==> src/sm83_alu_with_flags_macros.svh <==
// Assertion macros used by the ALU stream wrapper.
`ifndef SM83_ALU_WITH_FLAGS_MACROS_SVH
`define SM83_ALU_WITH_FLAGS_MACROS_SVH

// Check a property on every rising clock edge outside reset.
`define SM83_ASSERT_CLK(lbl, prop, msg) \
    lbl: assert property (@(posedge aclk) disable iff (!aresetn) prop) else $error(msg);

// Check that a condition is followed by a result in the next cycle.
`define SM83_ASSERT_NEXT(lbl, pre, post, msg) \
    `SM83_ASSERT_CLK(lbl, (pre) |=> (post), msg)

`endif

==> src/sm83_pkg.sv <==
// Types, widths and constants shared by the SM83 ALU modules.
package sm83_pkg;

    localparam int KindW   = 5;
    localparam int ValueW  = 8;
    localparam int WideW   = 16;
    localparam int BitIdxW = 3;
    localparam int FlagW   = 4;

    localparam int InDataW  = 56;
    localparam int OutDataW = 32;

    // flag positions within a flag nibble
    localparam int FlagZ = 3;
    localparam int FlagN = 2;
    localparam int FlagH = 1;
    localparam int FlagC = 0;

    localparam logic [7:0]  DaaLimit  = 8'h99;
    localparam logic [7:0]  DaaHiAdj  = 8'h60;
    localparam logic [7:0]  DaaLoAdj  = 8'h06;
    localparam logic [3:0]  DigitMax  = 4'h9;
    localparam logic [3:0]  NibbleMax = 4'hF;

    typedef enum logic [KindW-1:0] {
        OP_ADD, OP_ADC, OP_SUB, OP_SBC, OP_AND, OP_XOR, OP_OR, OP_CP,
        OP_INC8, OP_DEC8, OP_INC16, OP_DEC16, OP_ADDHL, OP_ADDSP,
        OP_RLC, OP_RRC, OP_RL, OP_RR, OP_SLA, OP_SRA, OP_SWAP, OP_SRL,
        OP_RLCA, OP_RRCA, OP_RLA, OP_RRA, OP_DAA, OP_CPL, OP_CCF,
        OP_BIT, OP_RES, OP_SET
    } op_t;

    // request payload, last field in the lowest bits
    typedef struct packed {
        logic [FlagW-1:0]   flags_in;
        logic [BitIdxW-1:0] bit_index;
        logic [WideW-1:0]   wide_operand;
        logic [WideW-1:0]   wide_base;
        logic [ValueW-1:0]  operand;
        logic [ValueW-1:0]  acc;
    } in_data_t;

    typedef struct packed {
        op_t      kind;
        in_data_t data;
    } alu_req_t;

    typedef struct packed {
        logic [FlagW-1:0]  flags_out;
        logic [WideW-1:0]  wide_out;
        logic [ValueW-1:0] value_out;
    } alu_res_t;

endpackage

==> src/sm83_alu_with_flags.sv <==
// SM83 ALU with Z/N/H/C flags: request register, combinational datapath, result register.
// An accepted request is held in the request register; its result and m_tvalid are loaded
// into the result register once that register is empty or being taken.
// Throughput: one request per cycle unless stalled; both registers advance together when the
// result register is empty or being taken, so a request is taken while a result waits.
// Reset: synchronous on aresetn low; both stages empty, data registers are not cleared.
`include "sm83_alu_with_flags_macros.svh"

module sm83_alu_with_flags (
    input  logic                          aclk,
    input  logic                          aresetn,
    input  logic                          s_tvalid,
    output logic                          s_tready,
    // acc[7:0], operand[15:8], wide_base[31:16], wide_operand[47:32],
    // bit_index[50:48], flags_in[54:51], zero fill [55]
    input  logic [sm83_pkg::InDataW-1:0]  s_tdata,
    // kind[4:0]
    input  logic [sm83_pkg::KindW-1:0]    s_tuser,
    output logic                          m_tvalid,
    input  logic                          m_tready,
    // value_out[7:0], wide_out[23:8], flags_out[27:24], zero fill [31:28]
    output logic [sm83_pkg::OutDataW-1:0] m_tdata
);
    import sm83_pkg::*;

    localparam int ReqW = $bits(in_data_t);
    localparam int ResW = $bits(alu_res_t);

    alu_req_t s_req;
    alu_req_t s1_req_reg;
    alu_req_t s1_req_next;
    logic     s1_valid_reg;
    logic     s1_valid_next;
    alu_res_t alu_res;
    alu_res_t m_res_reg;
    alu_res_t m_res_next;
    logic     m_valid_reg;
    logic     m_valid_next;
    logic     out_advance;
    logic     s_accept;

    assign s_req.kind = op_t'(s_tuser);
    assign s_req.data = in_data_t'(s_tdata[ReqW-1:0]);

    assign out_advance = !m_valid_reg || m_tready;
    assign s_tready    = !s1_valid_reg || out_advance;
    assign s_accept    = s_tvalid && s_tready;

    sm83_alu u_alu (
        .req (s1_req_reg),
        .res (alu_res)
    );

    always_comb begin
        s1_valid_next = s1_valid_reg;
        s1_req_next   = s1_req_reg;
        m_valid_next  = m_valid_reg;
        m_res_next    = m_res_reg;
        if (s_tready) begin
            s1_valid_next = s_tvalid;
        end
        if (s_accept) begin
            s1_req_next = s_req;
        end
        if (out_advance) begin
            m_valid_next = s1_valid_reg;
            if (s1_valid_reg) begin
                m_res_next = alu_res;
            end
        end
    end

    always_ff @(posedge aclk) begin
        if (!aresetn) begin
            s1_valid_reg <= 1'b0;
            m_valid_reg  <= 1'b0;
        end else begin
            s1_valid_reg <= s1_valid_next;
            m_valid_reg  <= m_valid_next;
        end
    end

    always_ff @(posedge aclk) begin
        s1_req_reg <= s1_req_next;
        m_res_reg  <= m_res_next;
    end

    assign m_tvalid = m_valid_reg;
    assign m_tdata  = {{(OutDataW - ResW){1'b0}}, m_res_reg};

    `SM83_ASSERT_NEXT(a_accept_fills, s_accept, s1_valid_reg, "accepted request lost")
    `SM83_ASSERT_NEXT(a_stage_hold, s1_valid_reg && !out_advance,
        s1_valid_reg && $stable(s1_req_reg), "held request changed")
    `SM83_ASSERT_CLK(a_no_overrun, s1_valid_reg && m_valid_reg && !m_tready |-> !s_tready,
        "request taken into a full pipeline")
    `SM83_ASSERT_NEXT(a_and_sets_h, s1_valid_reg && out_advance && (s1_req_reg.kind == OP_AND),
        m_valid_reg && m_res_reg.flags_out[FlagH], "and result without H flag")

endmodule

==> src/sm83_alu.sv <==
// Combinational SM83 ALU datapath: one request in, one result out.
module sm83_alu (
    input  sm83_pkg::alu_req_t req,
    output sm83_pkg::alu_res_t res
);
    import sm83_pkg::*;

    logic [7:0]  a;
    logic [7:0]  v;
    logic [15:0] wb;
    logic [15:0] wo;
    logic [2:0]  bi;
    logic [3:0]  fi;
    logic        fc;
    logic        fh;
    logic        fn;
    logic        fz;

    logic        add_cin;
    logic        sub_cin;
    logic [8:0]  add_sum;
    logic [4:0]  add_half;
    logic [8:0]  sub_diff;
    logic [4:0]  sub_half;
    logic [7:0]  inc8_r;
    logic [7:0]  dec8_r;
    logic [16:0] hl_sum;
    logic [12:0] hl_half;
    logic [15:0] sp_sum;
    logic [4:0]  sp_half;
    logic [8:0]  sp_low;
    logic [7:0]  bit_mask;
    logic        daa_hi;
    logic [7:0]  daa_r1;
    logic        daa_lo;
    logic [7:0]  daa_add_r;
    logic [7:0]  daa_sub_r;
    logic [7:0]  daa_r;
    logic [7:0]  logic_and;
    logic [7:0]  logic_xor;
    logic [7:0]  logic_or;

    logic [7:0]  r;
    logic [15:0] w;
    logic [3:0]  f;

    assign a  = req.data.acc;
    assign v  = req.data.operand;
    assign wb = req.data.wide_base;
    assign wo = req.data.wide_operand;
    assign bi = req.data.bit_index;
    assign fi = req.data.flags_in;
    assign fc = fi[FlagC];
    assign fh = fi[FlagH];
    assign fn = fi[FlagN];
    assign fz = fi[FlagZ];

    assign add_cin  = (req.kind == OP_ADC) && fc;
    assign sub_cin  = (req.kind == OP_SBC) && fc;
    assign add_sum  = {1'b0, a} + {1'b0, v} + {8'd0, add_cin};
    assign add_half = {1'b0, a[3:0]} + {1'b0, v[3:0]} + {4'd0, add_cin};
    assign sub_diff = {1'b0, a} - {1'b0, v} - {8'd0, sub_cin};
    assign sub_half = {1'b0, a[3:0]} - {1'b0, v[3:0]} - {4'd0, sub_cin};
    assign inc8_r   = v + 8'd1;
    assign dec8_r   = v - 8'd1;
    assign hl_sum   = {1'b0, wb} + {1'b0, wo};
    assign hl_half  = {1'b0, wb[11:0]} + {1'b0, wo[11:0]};
    assign sp_sum   = wb + {{8{v[7]}}, v};
    assign sp_half  = {1'b0, wb[3:0]} + {1'b0, v[3:0]};
    assign sp_low   = {1'b0, wb[7:0]} + {1'b0, v};
    assign bit_mask = 8'd1 << bi;

    assign logic_and = a & v;
    assign logic_xor = a ^ v;
    assign logic_or  = a | v;

    assign daa_hi    = fc || (a > DaaLimit);
    assign daa_r1    = daa_hi ? (a + DaaHiAdj) : a;
    assign daa_lo    = fh || (daa_r1[3:0] > DigitMax);
    assign daa_add_r = daa_lo ? (daa_r1 + DaaLoAdj) : daa_r1;
    assign daa_sub_r = a - (fc ? DaaHiAdj : 8'd0) - (fh ? DaaLoAdj : 8'd0);
    assign daa_r     = fn ? daa_sub_r : daa_add_r;

    always_comb begin
        r = '0;
        w = '0;
        f = fi;
        case (req.kind)
            OP_ADD, OP_ADC: begin
                r = add_sum[7:0];
                f = {add_sum[7:0] == 8'd0, 1'b0, add_half[4], add_sum[8]};
            end
            OP_SUB, OP_SBC: begin
                r = sub_diff[7:0];
                f = {sub_diff[7:0] == 8'd0, 1'b1, sub_half[4], sub_diff[8]};
            end
            OP_CP: begin
                r = a;
                f = {sub_diff[7:0] == 8'd0, 1'b1, sub_half[4], sub_diff[8]};
            end
            OP_AND: begin
                r = logic_and;
                f = {logic_and == 8'd0, 1'b0, 1'b1, 1'b0};
            end
            OP_XOR: begin
                r = logic_xor;
                f = {logic_xor == 8'd0, 3'b000};
            end
            OP_OR: begin
                r = logic_or;
                f = {logic_or == 8'd0, 3'b000};
            end
            OP_INC8: begin
                r = inc8_r;
                f = {inc8_r == 8'd0, 1'b0, inc8_r[3:0] == 4'd0, fc};
            end
            OP_DEC8: begin
                r = dec8_r;
                f = {dec8_r == 8'd0, 1'b1, dec8_r[3:0] == NibbleMax, fc};
            end
            OP_INC16: w = wb + 16'd1;
            OP_DEC16: w = wb - 16'd1;
            OP_ADDHL: begin
                w = hl_sum[15:0];
                f = {fz, 1'b0, hl_half[12], hl_sum[16]};
            end
            OP_ADDSP: begin
                w = sp_sum;
                f = {2'b00, sp_half[4], sp_low[8]};
            end
            OP_RLC: begin
                r = {v[6:0], v[7]};
                f = {r == 8'd0, 2'b00, v[7]};
            end
            OP_RRC: begin
                r = {v[0], v[7:1]};
                f = {r == 8'd0, 2'b00, v[0]};
            end
            OP_RL: begin
                r = {v[6:0], fc};
                f = {r == 8'd0, 2'b00, v[7]};
            end
            OP_RR: begin
                r = {fc, v[7:1]};
                f = {r == 8'd0, 2'b00, v[0]};
            end
            OP_SLA: begin
                r = {v[6:0], 1'b0};
                f = {r == 8'd0, 2'b00, v[7]};
            end
            OP_SRA: begin
                r = {v[7], v[7:1]};
                f = {r == 8'd0, 2'b00, v[0]};
            end
            OP_SWAP: begin
                r = {v[3:0], v[7:4]};
                f = {r == 8'd0, 3'b000};
            end
            OP_SRL: begin
                r = {1'b0, v[7:1]};
                f = {r == 8'd0, 2'b00, v[0]};
            end
            OP_RLCA: begin
                r = {a[6:0], a[7]};
                f = {3'b000, a[7]};
            end
            OP_RRCA: begin
                r = {a[0], a[7:1]};
                f = {3'b000, a[0]};
            end
            OP_RLA: begin
                r = {a[6:0], fc};
                f = {3'b000, a[7]};
            end
            OP_RRA: begin
                r = {fc, a[7:1]};
                f = {3'b000, a[0]};
            end
            OP_DAA: begin
                r = daa_r;
                f = {daa_r == 8'd0, fn, 1'b0, fn ? fc : daa_hi};
            end
            OP_CPL: begin
                r = ~a;
                f = {fz, 1'b1, 1'b1, fc};
            end
            OP_CCF: begin
                r = a;
                f = {fz, 1'b0, 1'b0, ~fc};
            end
            OP_BIT: begin
                r = v;
                f = {~v[bi], 1'b0, 1'b1, fc};
            end
            OP_RES: r = v & ~bit_mask;
            OP_SET: r = v | bit_mask;
            default: begin
                r = '0;
                w = '0;
                f = fi;
            end
        endcase
    end

    assign res.value_out = r;
    assign res.wide_out  = w;
    assign res.flags_out = f;

endmodule

==> config.mk <==
export PLATFORM = sky130hd
export DESIGN_NAME = sm83_alu_with_flags
export DESIGN_NICKNAME = d
export VERILOG_FILES = /design/src/sm83_pkg.sv /design/src/sm83_alu_with_flags.sv /design/src/sm83_alu.sv
export VERILOG_INCLUDE_DIRS = /design/src /design/src/src
export SDC_FILE = /design/constraint.sdc
export NUM_CORES = 1
export LEC_CHECK = 0
export BUFFER_PORTS_ARGS = -buffer_cell sky130_fd_sc_hd__clkbuf_2
export CORE_MARGIN = 2
export CORE_UTILIZATION = 40
export CTS_CLUSTER_DIAMETER = 60
export CTS_CLUSTER_SIZE = 14
export DETAILED_ROUTE_END_ITERATION = 6
export GPL_TIMING_DRIVEN = 0
export PLACE_DENSITY = 0.67
export SYNTH_ARGS = -nofsm -noshare
export SYNTH_HDL_FRONTEND = slang
export SYNTH_SLANG_ARGS = --single-unit
==> constraint.sdc <==
create_clock -name aclk -period 4.5 [get_ports aclk]
set_input_delay 0.9 -clock aclk [delete_from_list [all_inputs] [get_ports aclk]]
set_output_delay 0.9 -clock aclk [all_outputs]
set_load 0.02 [all_outputs]
; ---- After elaboration in Yosys (flattened, before gate mapping)
; Cells that the tools add are included.
[totals]
ff_bits = 90
in_bits = 65
out_inout_bits = 34
[op_classes]
n_addsub = 21
order_cmp = 3
n_eq_ne = 32
n_shift = 1
mux = 11
n_bitwise = 9
n_reduce_logical = 34
[op_table]
columns = cell, n
row1 = $pmux W8 S25, 1
row2 = $logic_not A8 Y1, 14
row3 = $pmux W4 S23, 1
row4 = $eq A5 B5 Y1 const B, 16
row5 = $pmux W16 S4, 1
row6 = $eq A5 B4 Y1 const B, 8
row7 = $mux W8, 3
row8 = $eq A5 B3 Y1 const B, 4
row9 = $add A8 B8 Y9, 2
row10 = $add A16 B16 Y17, 1
row11 = $add A16 B1 Y16 const B, 1
row12 = $add A16 B16 Y16, 1
row13 = $and A8 B8 Y8, 2
row14 = $not A8 Y8, 2
row15 = $or A8 B8 Y8, 2
row16 = $sub A16 B1 Y16 const B, 1
row17 = $sub A8 B8 Y8, 2
row18 = $logic_not A7 Y1, 2
row19 = $add A12 B12 Y13, 1
row20 = $add A4 B4 Y5, 2
row21 = $eq A5 B2 Y1 const B, 2
row22 = $reduce_or A2 Y1, 5
row23 = $add A9 B1 Y9, 1
row24 = $sub A8 B8 Y9, 1
row25 = 27 further kinds, 35

; ---- Logic depth before layout (Yosys ltp)
[logic_depth]
word_depth = 9
mapped_depth = 15
mapped_depth_nobuf = 13

; ---- By module
; From an unflattened synthesis, not the netlist that was laid out.
[hier_totals]
cells_unflattened = 855
hier_area_um2 = 8023.9
[by_module_without_submodules]
columns = mod, instances, cells_per_inst, area_per_inst_um2
row1 = sm83_alu, 1, 753, 5243.8
row2 = sm83_alu_with_flags, 1, 102, 2780.2

; ---- Worst setup path after synthesis
; No wires, ideal clock.
[synth_timing]
path_kind = register to register
from = register s1_req_reg[59] in the netlist's numbering
to = register m_res_reg, in the netlist m_tdata[24] (data pin)
setup_ns = 0.259
arrival_ns = 3.349
slack_ns = 0.892
path_stages_with_launch = 15
n_path_buf = 3
cell_sequence = edfxtp_1 -> buf_4 -> buf_6 -> buf_4 -> nor3_2 -> nand3_1 -> fa_1 -> fa_1 -> o21ai_1 -> a211oi_2 -> a31oi_1 -> xnor2_1 -> nor2_1 -> or4b_1 -> a211o_1
[synth_lines]
columns = element, line
row1 = start: declaration, sm83_alu_with_flags.sv:30  ; alu_req_t s1_req_reg;
row2 = start signal: assignment, sm83_alu_with_flags.sv:84  ; s1_req_reg <= s1_req_next;
row3 = end signal: assignment, sm83_alu_with_flags.sv:85  ; m_res_reg <= m_res_next;
row4 = end: declaration, sm83_alu_with_flags.sv:35  ; alu_res_t m_res_reg;

==> run summary <==
The height of the chip is 148.7 um. STA classifies the critical path startpoint as a flop. In this run the power density over the cells is ~270 nW/um2. Counting flops with an async set or reset pin after synthesis yields a share of 0%. The clock sink total came out at 90. The cell count after synthesis came out at 870. The maximum single-stage delay on the critical path came out at 0.52 ns. The detail-routed net length per standard cell is roughly 22 um. The area of the mapped netlist is about 8400 um2.

The number of hold-slack violations in the final timing report came out at 0. The routed wire length is between 20000 and 30000 um. Among all flip-flop cells after synthesis, the most frequent one is sky130_fd_sc_hd__edfxtp_1. The endpoint required time on the critical path is 4.60 ns. The setup violation total in the final timing report came out at 0. The insertion delay to the later sink of the worst-skew pair is 0.36 ns. The average size of a mapped cell is just under 10 um2. The maximum resistive drop on vdd came out at 167.4 uV.

The tightest min-delay check is of the reg -> reg type. The final critical-path required period came out at roughly 4.3 ns. The sequential element share of the synthesized area came out at 32.05%.

The worst register-to-register path ends at m_tdata[24]. The overall die width is 148.7 um. The critical path goes through buf_4, buf_6, buf_4, nor3_4, nand3_1, fa_1, fa_1, o21ai_1, a211oi_2, a31oi_1, xnor2_1, nor2_1, or4b_1, a211o_1. The worst setup path is captured at a flop.

The slowest stage of the critical path is the sky130_fd_sc_hd__or4b_1 cell. The worst setup slack after placement is roughly 0.22 ns. The die footprint came out at 22100 um2. The worst endpoint data arrival time came out at 4.36 ns.

The routability congestion estimate is 1.059. The count of flip-flops with a built-in enable after synthesis came out at ~90. The maximum number of buffers from clock root to sink is 2. The count of H-tree levels built during CTS is 3. Setup slack on the critical path of the routed design comes to 0.2365 ns. The leakage power of the design is 0.003853 uW.

For this run, the top clock speed supported by timing is between 200 and 250 MHz. The run finished with clean final reports. The total core area came out at 20360 um2. The layout overhead on the synthesized area is 13.74%.

In this run, the number of DRC markers left after iteration 0 of detailed routing was 870. Global routing consumed, over all layers together, 24.89% of the routing resources. The number of antenna repair diodes is 0.

The count of nets left with antenna violations after detail routing is 0. Clock tree synthesis inserted a total of 9 buffers. The Yosys step of the flow raised 0 warnings.

On the final layout, the worst clock skew is approximately 0.017 ns. The reg2reg setup slack is 0.24 ns. The wire length of the first global-routing pass came out at 41800 um. The total negative slack for setup checks is 0 ns. The length in cells of the worst reg-to-reg path came out at 14. Entering global routing, the biggest net connects 37 pins. The post-route clock period utilization is between 90% and 100%.

Using the TritonRoute via totals, the vias-per-cell ratio works out to around 6. The most critical setup path has its startpoint at s1_req_reg[59]. The slew at the pin closest to its max-slew limit is 1.123 ns. The final design utilization is 46.74%.

The total of flip-flops plus latches after synthesis came out at 90. The final layout net count came out at 1136. The most critical setup path has its endpoint at m_tdata[24]. The total of max-cap violations is 0. In the final layout, the share of cells above drive strength 1 is 19.63%. The clock transition at the registers of the reported paths is 0.08 ns.

The count of input and output buffers came out at 93. The floorplan row count is 52. The critical path is of the reg -> reg type. The post-DP HPWL came out at 21290 um.

The placed instances occupy a cell area of 9213 um2. The via count of the first global-routing pass is 7182. The max-slew violation count is 0.

The number of antenna violations at the first check in global routing is 0. After clock tree synthesis, the setup repair step added 0 buffers. The worst hold slack came out at 0.5612 ns. The number of flip-flops under the largest register name came out at 60.

The via count came out at roughly 7700. The post-route cell area came out at 9519 um2. In this run the critical register-to-register path is launched from s1_req_reg[59]. The synthesized netlist contains 89 unique library cells. The detailed-routing iteration count for the pre-antenna-repair pass came out at 7.

The starting utilization of the core area came out at approximately two fifths. The highest net fanout along the worst path came out at 10. The tree is rooted in a sky130_fd_sc_hd__clkbuf_16.

In this run the tightest slew margin relative to its limit is approximately 25%. The total grt overflow is 0. The number of filler instances in the final layout came out at 1920. For this run, design rule violations remaining after detail routing come to 0.

Setup repair after global routing left no endpoint under its margin. The count of pins on the block boundary came out at 99. TritonCTS built the clock tree.
==> per-layer routing <==
metal / track usage, % / share of wire, % / vias to the layer above
met2: 38.03 / 44 / 413
met3: 5.828 / 9.3 / 60
li1: - / - / 3536
met4: 8.190 / 3.0 / 0
met1: 34.83 / 44 / 3657
met5: 0 / 0 / -
==> worst min path at each step <==
stage                     to    startpoint  slack, ns  cells after the start
global placement    m_tvalid  s1_valid_reg       0.50                      1
detailed placement  m_tvalid  s1_valid_reg       0.53                      1
global route        m_tvalid  s1_valid_reg       0.61                      1
finish              m_tvalid  s1_valid_reg       0.56                      1
floorplan           m_tvalid  s1_valid_reg       0.48                      1
CTS                 m_tvalid  s1_valid_reg       0.56                      1
==> power by group <==
part           total [uW]  switching, uW  internal, uW  leakage (uW)
clock network         763            363           401      0.000139
registers            1030           44.0           981      0.000862
logic                 760            464           296       0.00285
total                2550            870          1680       0.00385
==> cell families (layout without fill, tap and decap cells) <==
group | count (synthesis) | count (layout) | synth area share (%)
AND/OR/NAND/NOR | 266 | 266 | 17.51
other | 1 | 4 | 0.04481
XOR/XNOR | 62 | 62 | 6.488
adder cells (fa/ha/maj) | 93 | 93 | 14.44
flip-flops | 90 | 90 | 32.05
buffers and inverters | 89 | 199 | 5.830
multiplexers | 10 | 10 | 1.510
AO/OA/AOI/OAI | 259 | 259 | 22.13
==> Yosys cell counts (all sizes together) (6+ instances only) <==
cell type	n	area, um2
edfxtp	88	2643
ha	87	1089
nor2	61	246.5
a21oi	53	280.3
nand2	52	202.7
xnor2	40	350.3
inv	39	146.4
buf	38	294.0
o21ai	35	175.2
nor3	32	197.7
nand3	26	135.1
o22ai	26	162.7
a21o	22	165.2
xor2	22	192.7
nor2b	17	106.4
o2111ai	13	113.9
a211oi	12	100.1
a22oi	12	95.09
clkbuf	12	47.55
a221oi	11	115.1
nor4	10	77.57
a31oi	8	50.05
and3	8	51.30
nand2b	8	50.05
o211ai	8	60.06
and2	7	43.79
mux2i	7	70.07
nand4	7	43.79
o21bai	7	63.81
fa	6	120.1
nor3b	6	50.05
o21a	6	45.04
==> critical path, delay by kind of cell (launching register included) <==
kind | cells | cell delay (ns)
buffers and inverters | 3 | 0.53
AND/OR/NAND/NOR | 4 | 1.03
XOR/XNOR | 1 | 0.20
AO/OA/AOI/OAI | 4 | 0.96
adder cells (fa/ha/maj) | 2 | 0.88
flip-flops | 1 | 0.39
==> placed cells by master, fill, tap and decap left out, drive strengths merged, types with 10 or more instances in the layout <==
cell / synthesis / layout
a211oi: 12 / 12
a21o: 22 / 22
a21oi: 53 / 53
a221oi: 11 / 11
a22oi: 12 / 12
buf: 38 / 39
clkbuf: 12 / 115
edfxtp: 88 / 88
ha: 87 / 87
inv: 39 / 42
nand2: 52 / 52
nand3: 26 / 26
nor2: 61 / 61
nor2b: 17 / 17
nor3: 32 / 32
nor4: 10 / 10
o2111ai: 13 / 13
o21ai: 35 / 35
o22ai: 26 / 26
xnor2: 40 / 40
xor2: 22 / 22
==> stage by stage <==
step                      std cells  power, uW
after floorplan                 873       1555
after global placement         1236       1776
after detailed placement       1237       1780
after CTS                      1253       2545
after global routing           1253       2658
final                          1253       2548
==> layout make-up <==
cell class                 instances  area (um2)  share of cell area [%]
tap                              270       337.8                   3.549
inverter                          39       146.4                   1.538
sequential                        90        2683                   28.18
clock buffer                      10       239.0                   2.511
multi-input combinational        694        5229                   54.93
clock inverter                     6       57.56                  0.6046
timing repair buffer              94       485.5                   5.100
buffer                            50       341.6                   3.588
==> what timing repair did <==
action,in CTS,in global routing
hold buffers,0,0
endpoints found under the hold margin,0,0
resized for setup,0,3
endpoints found under the setup margin,0,3
Power figures use the tool's default switching activity.
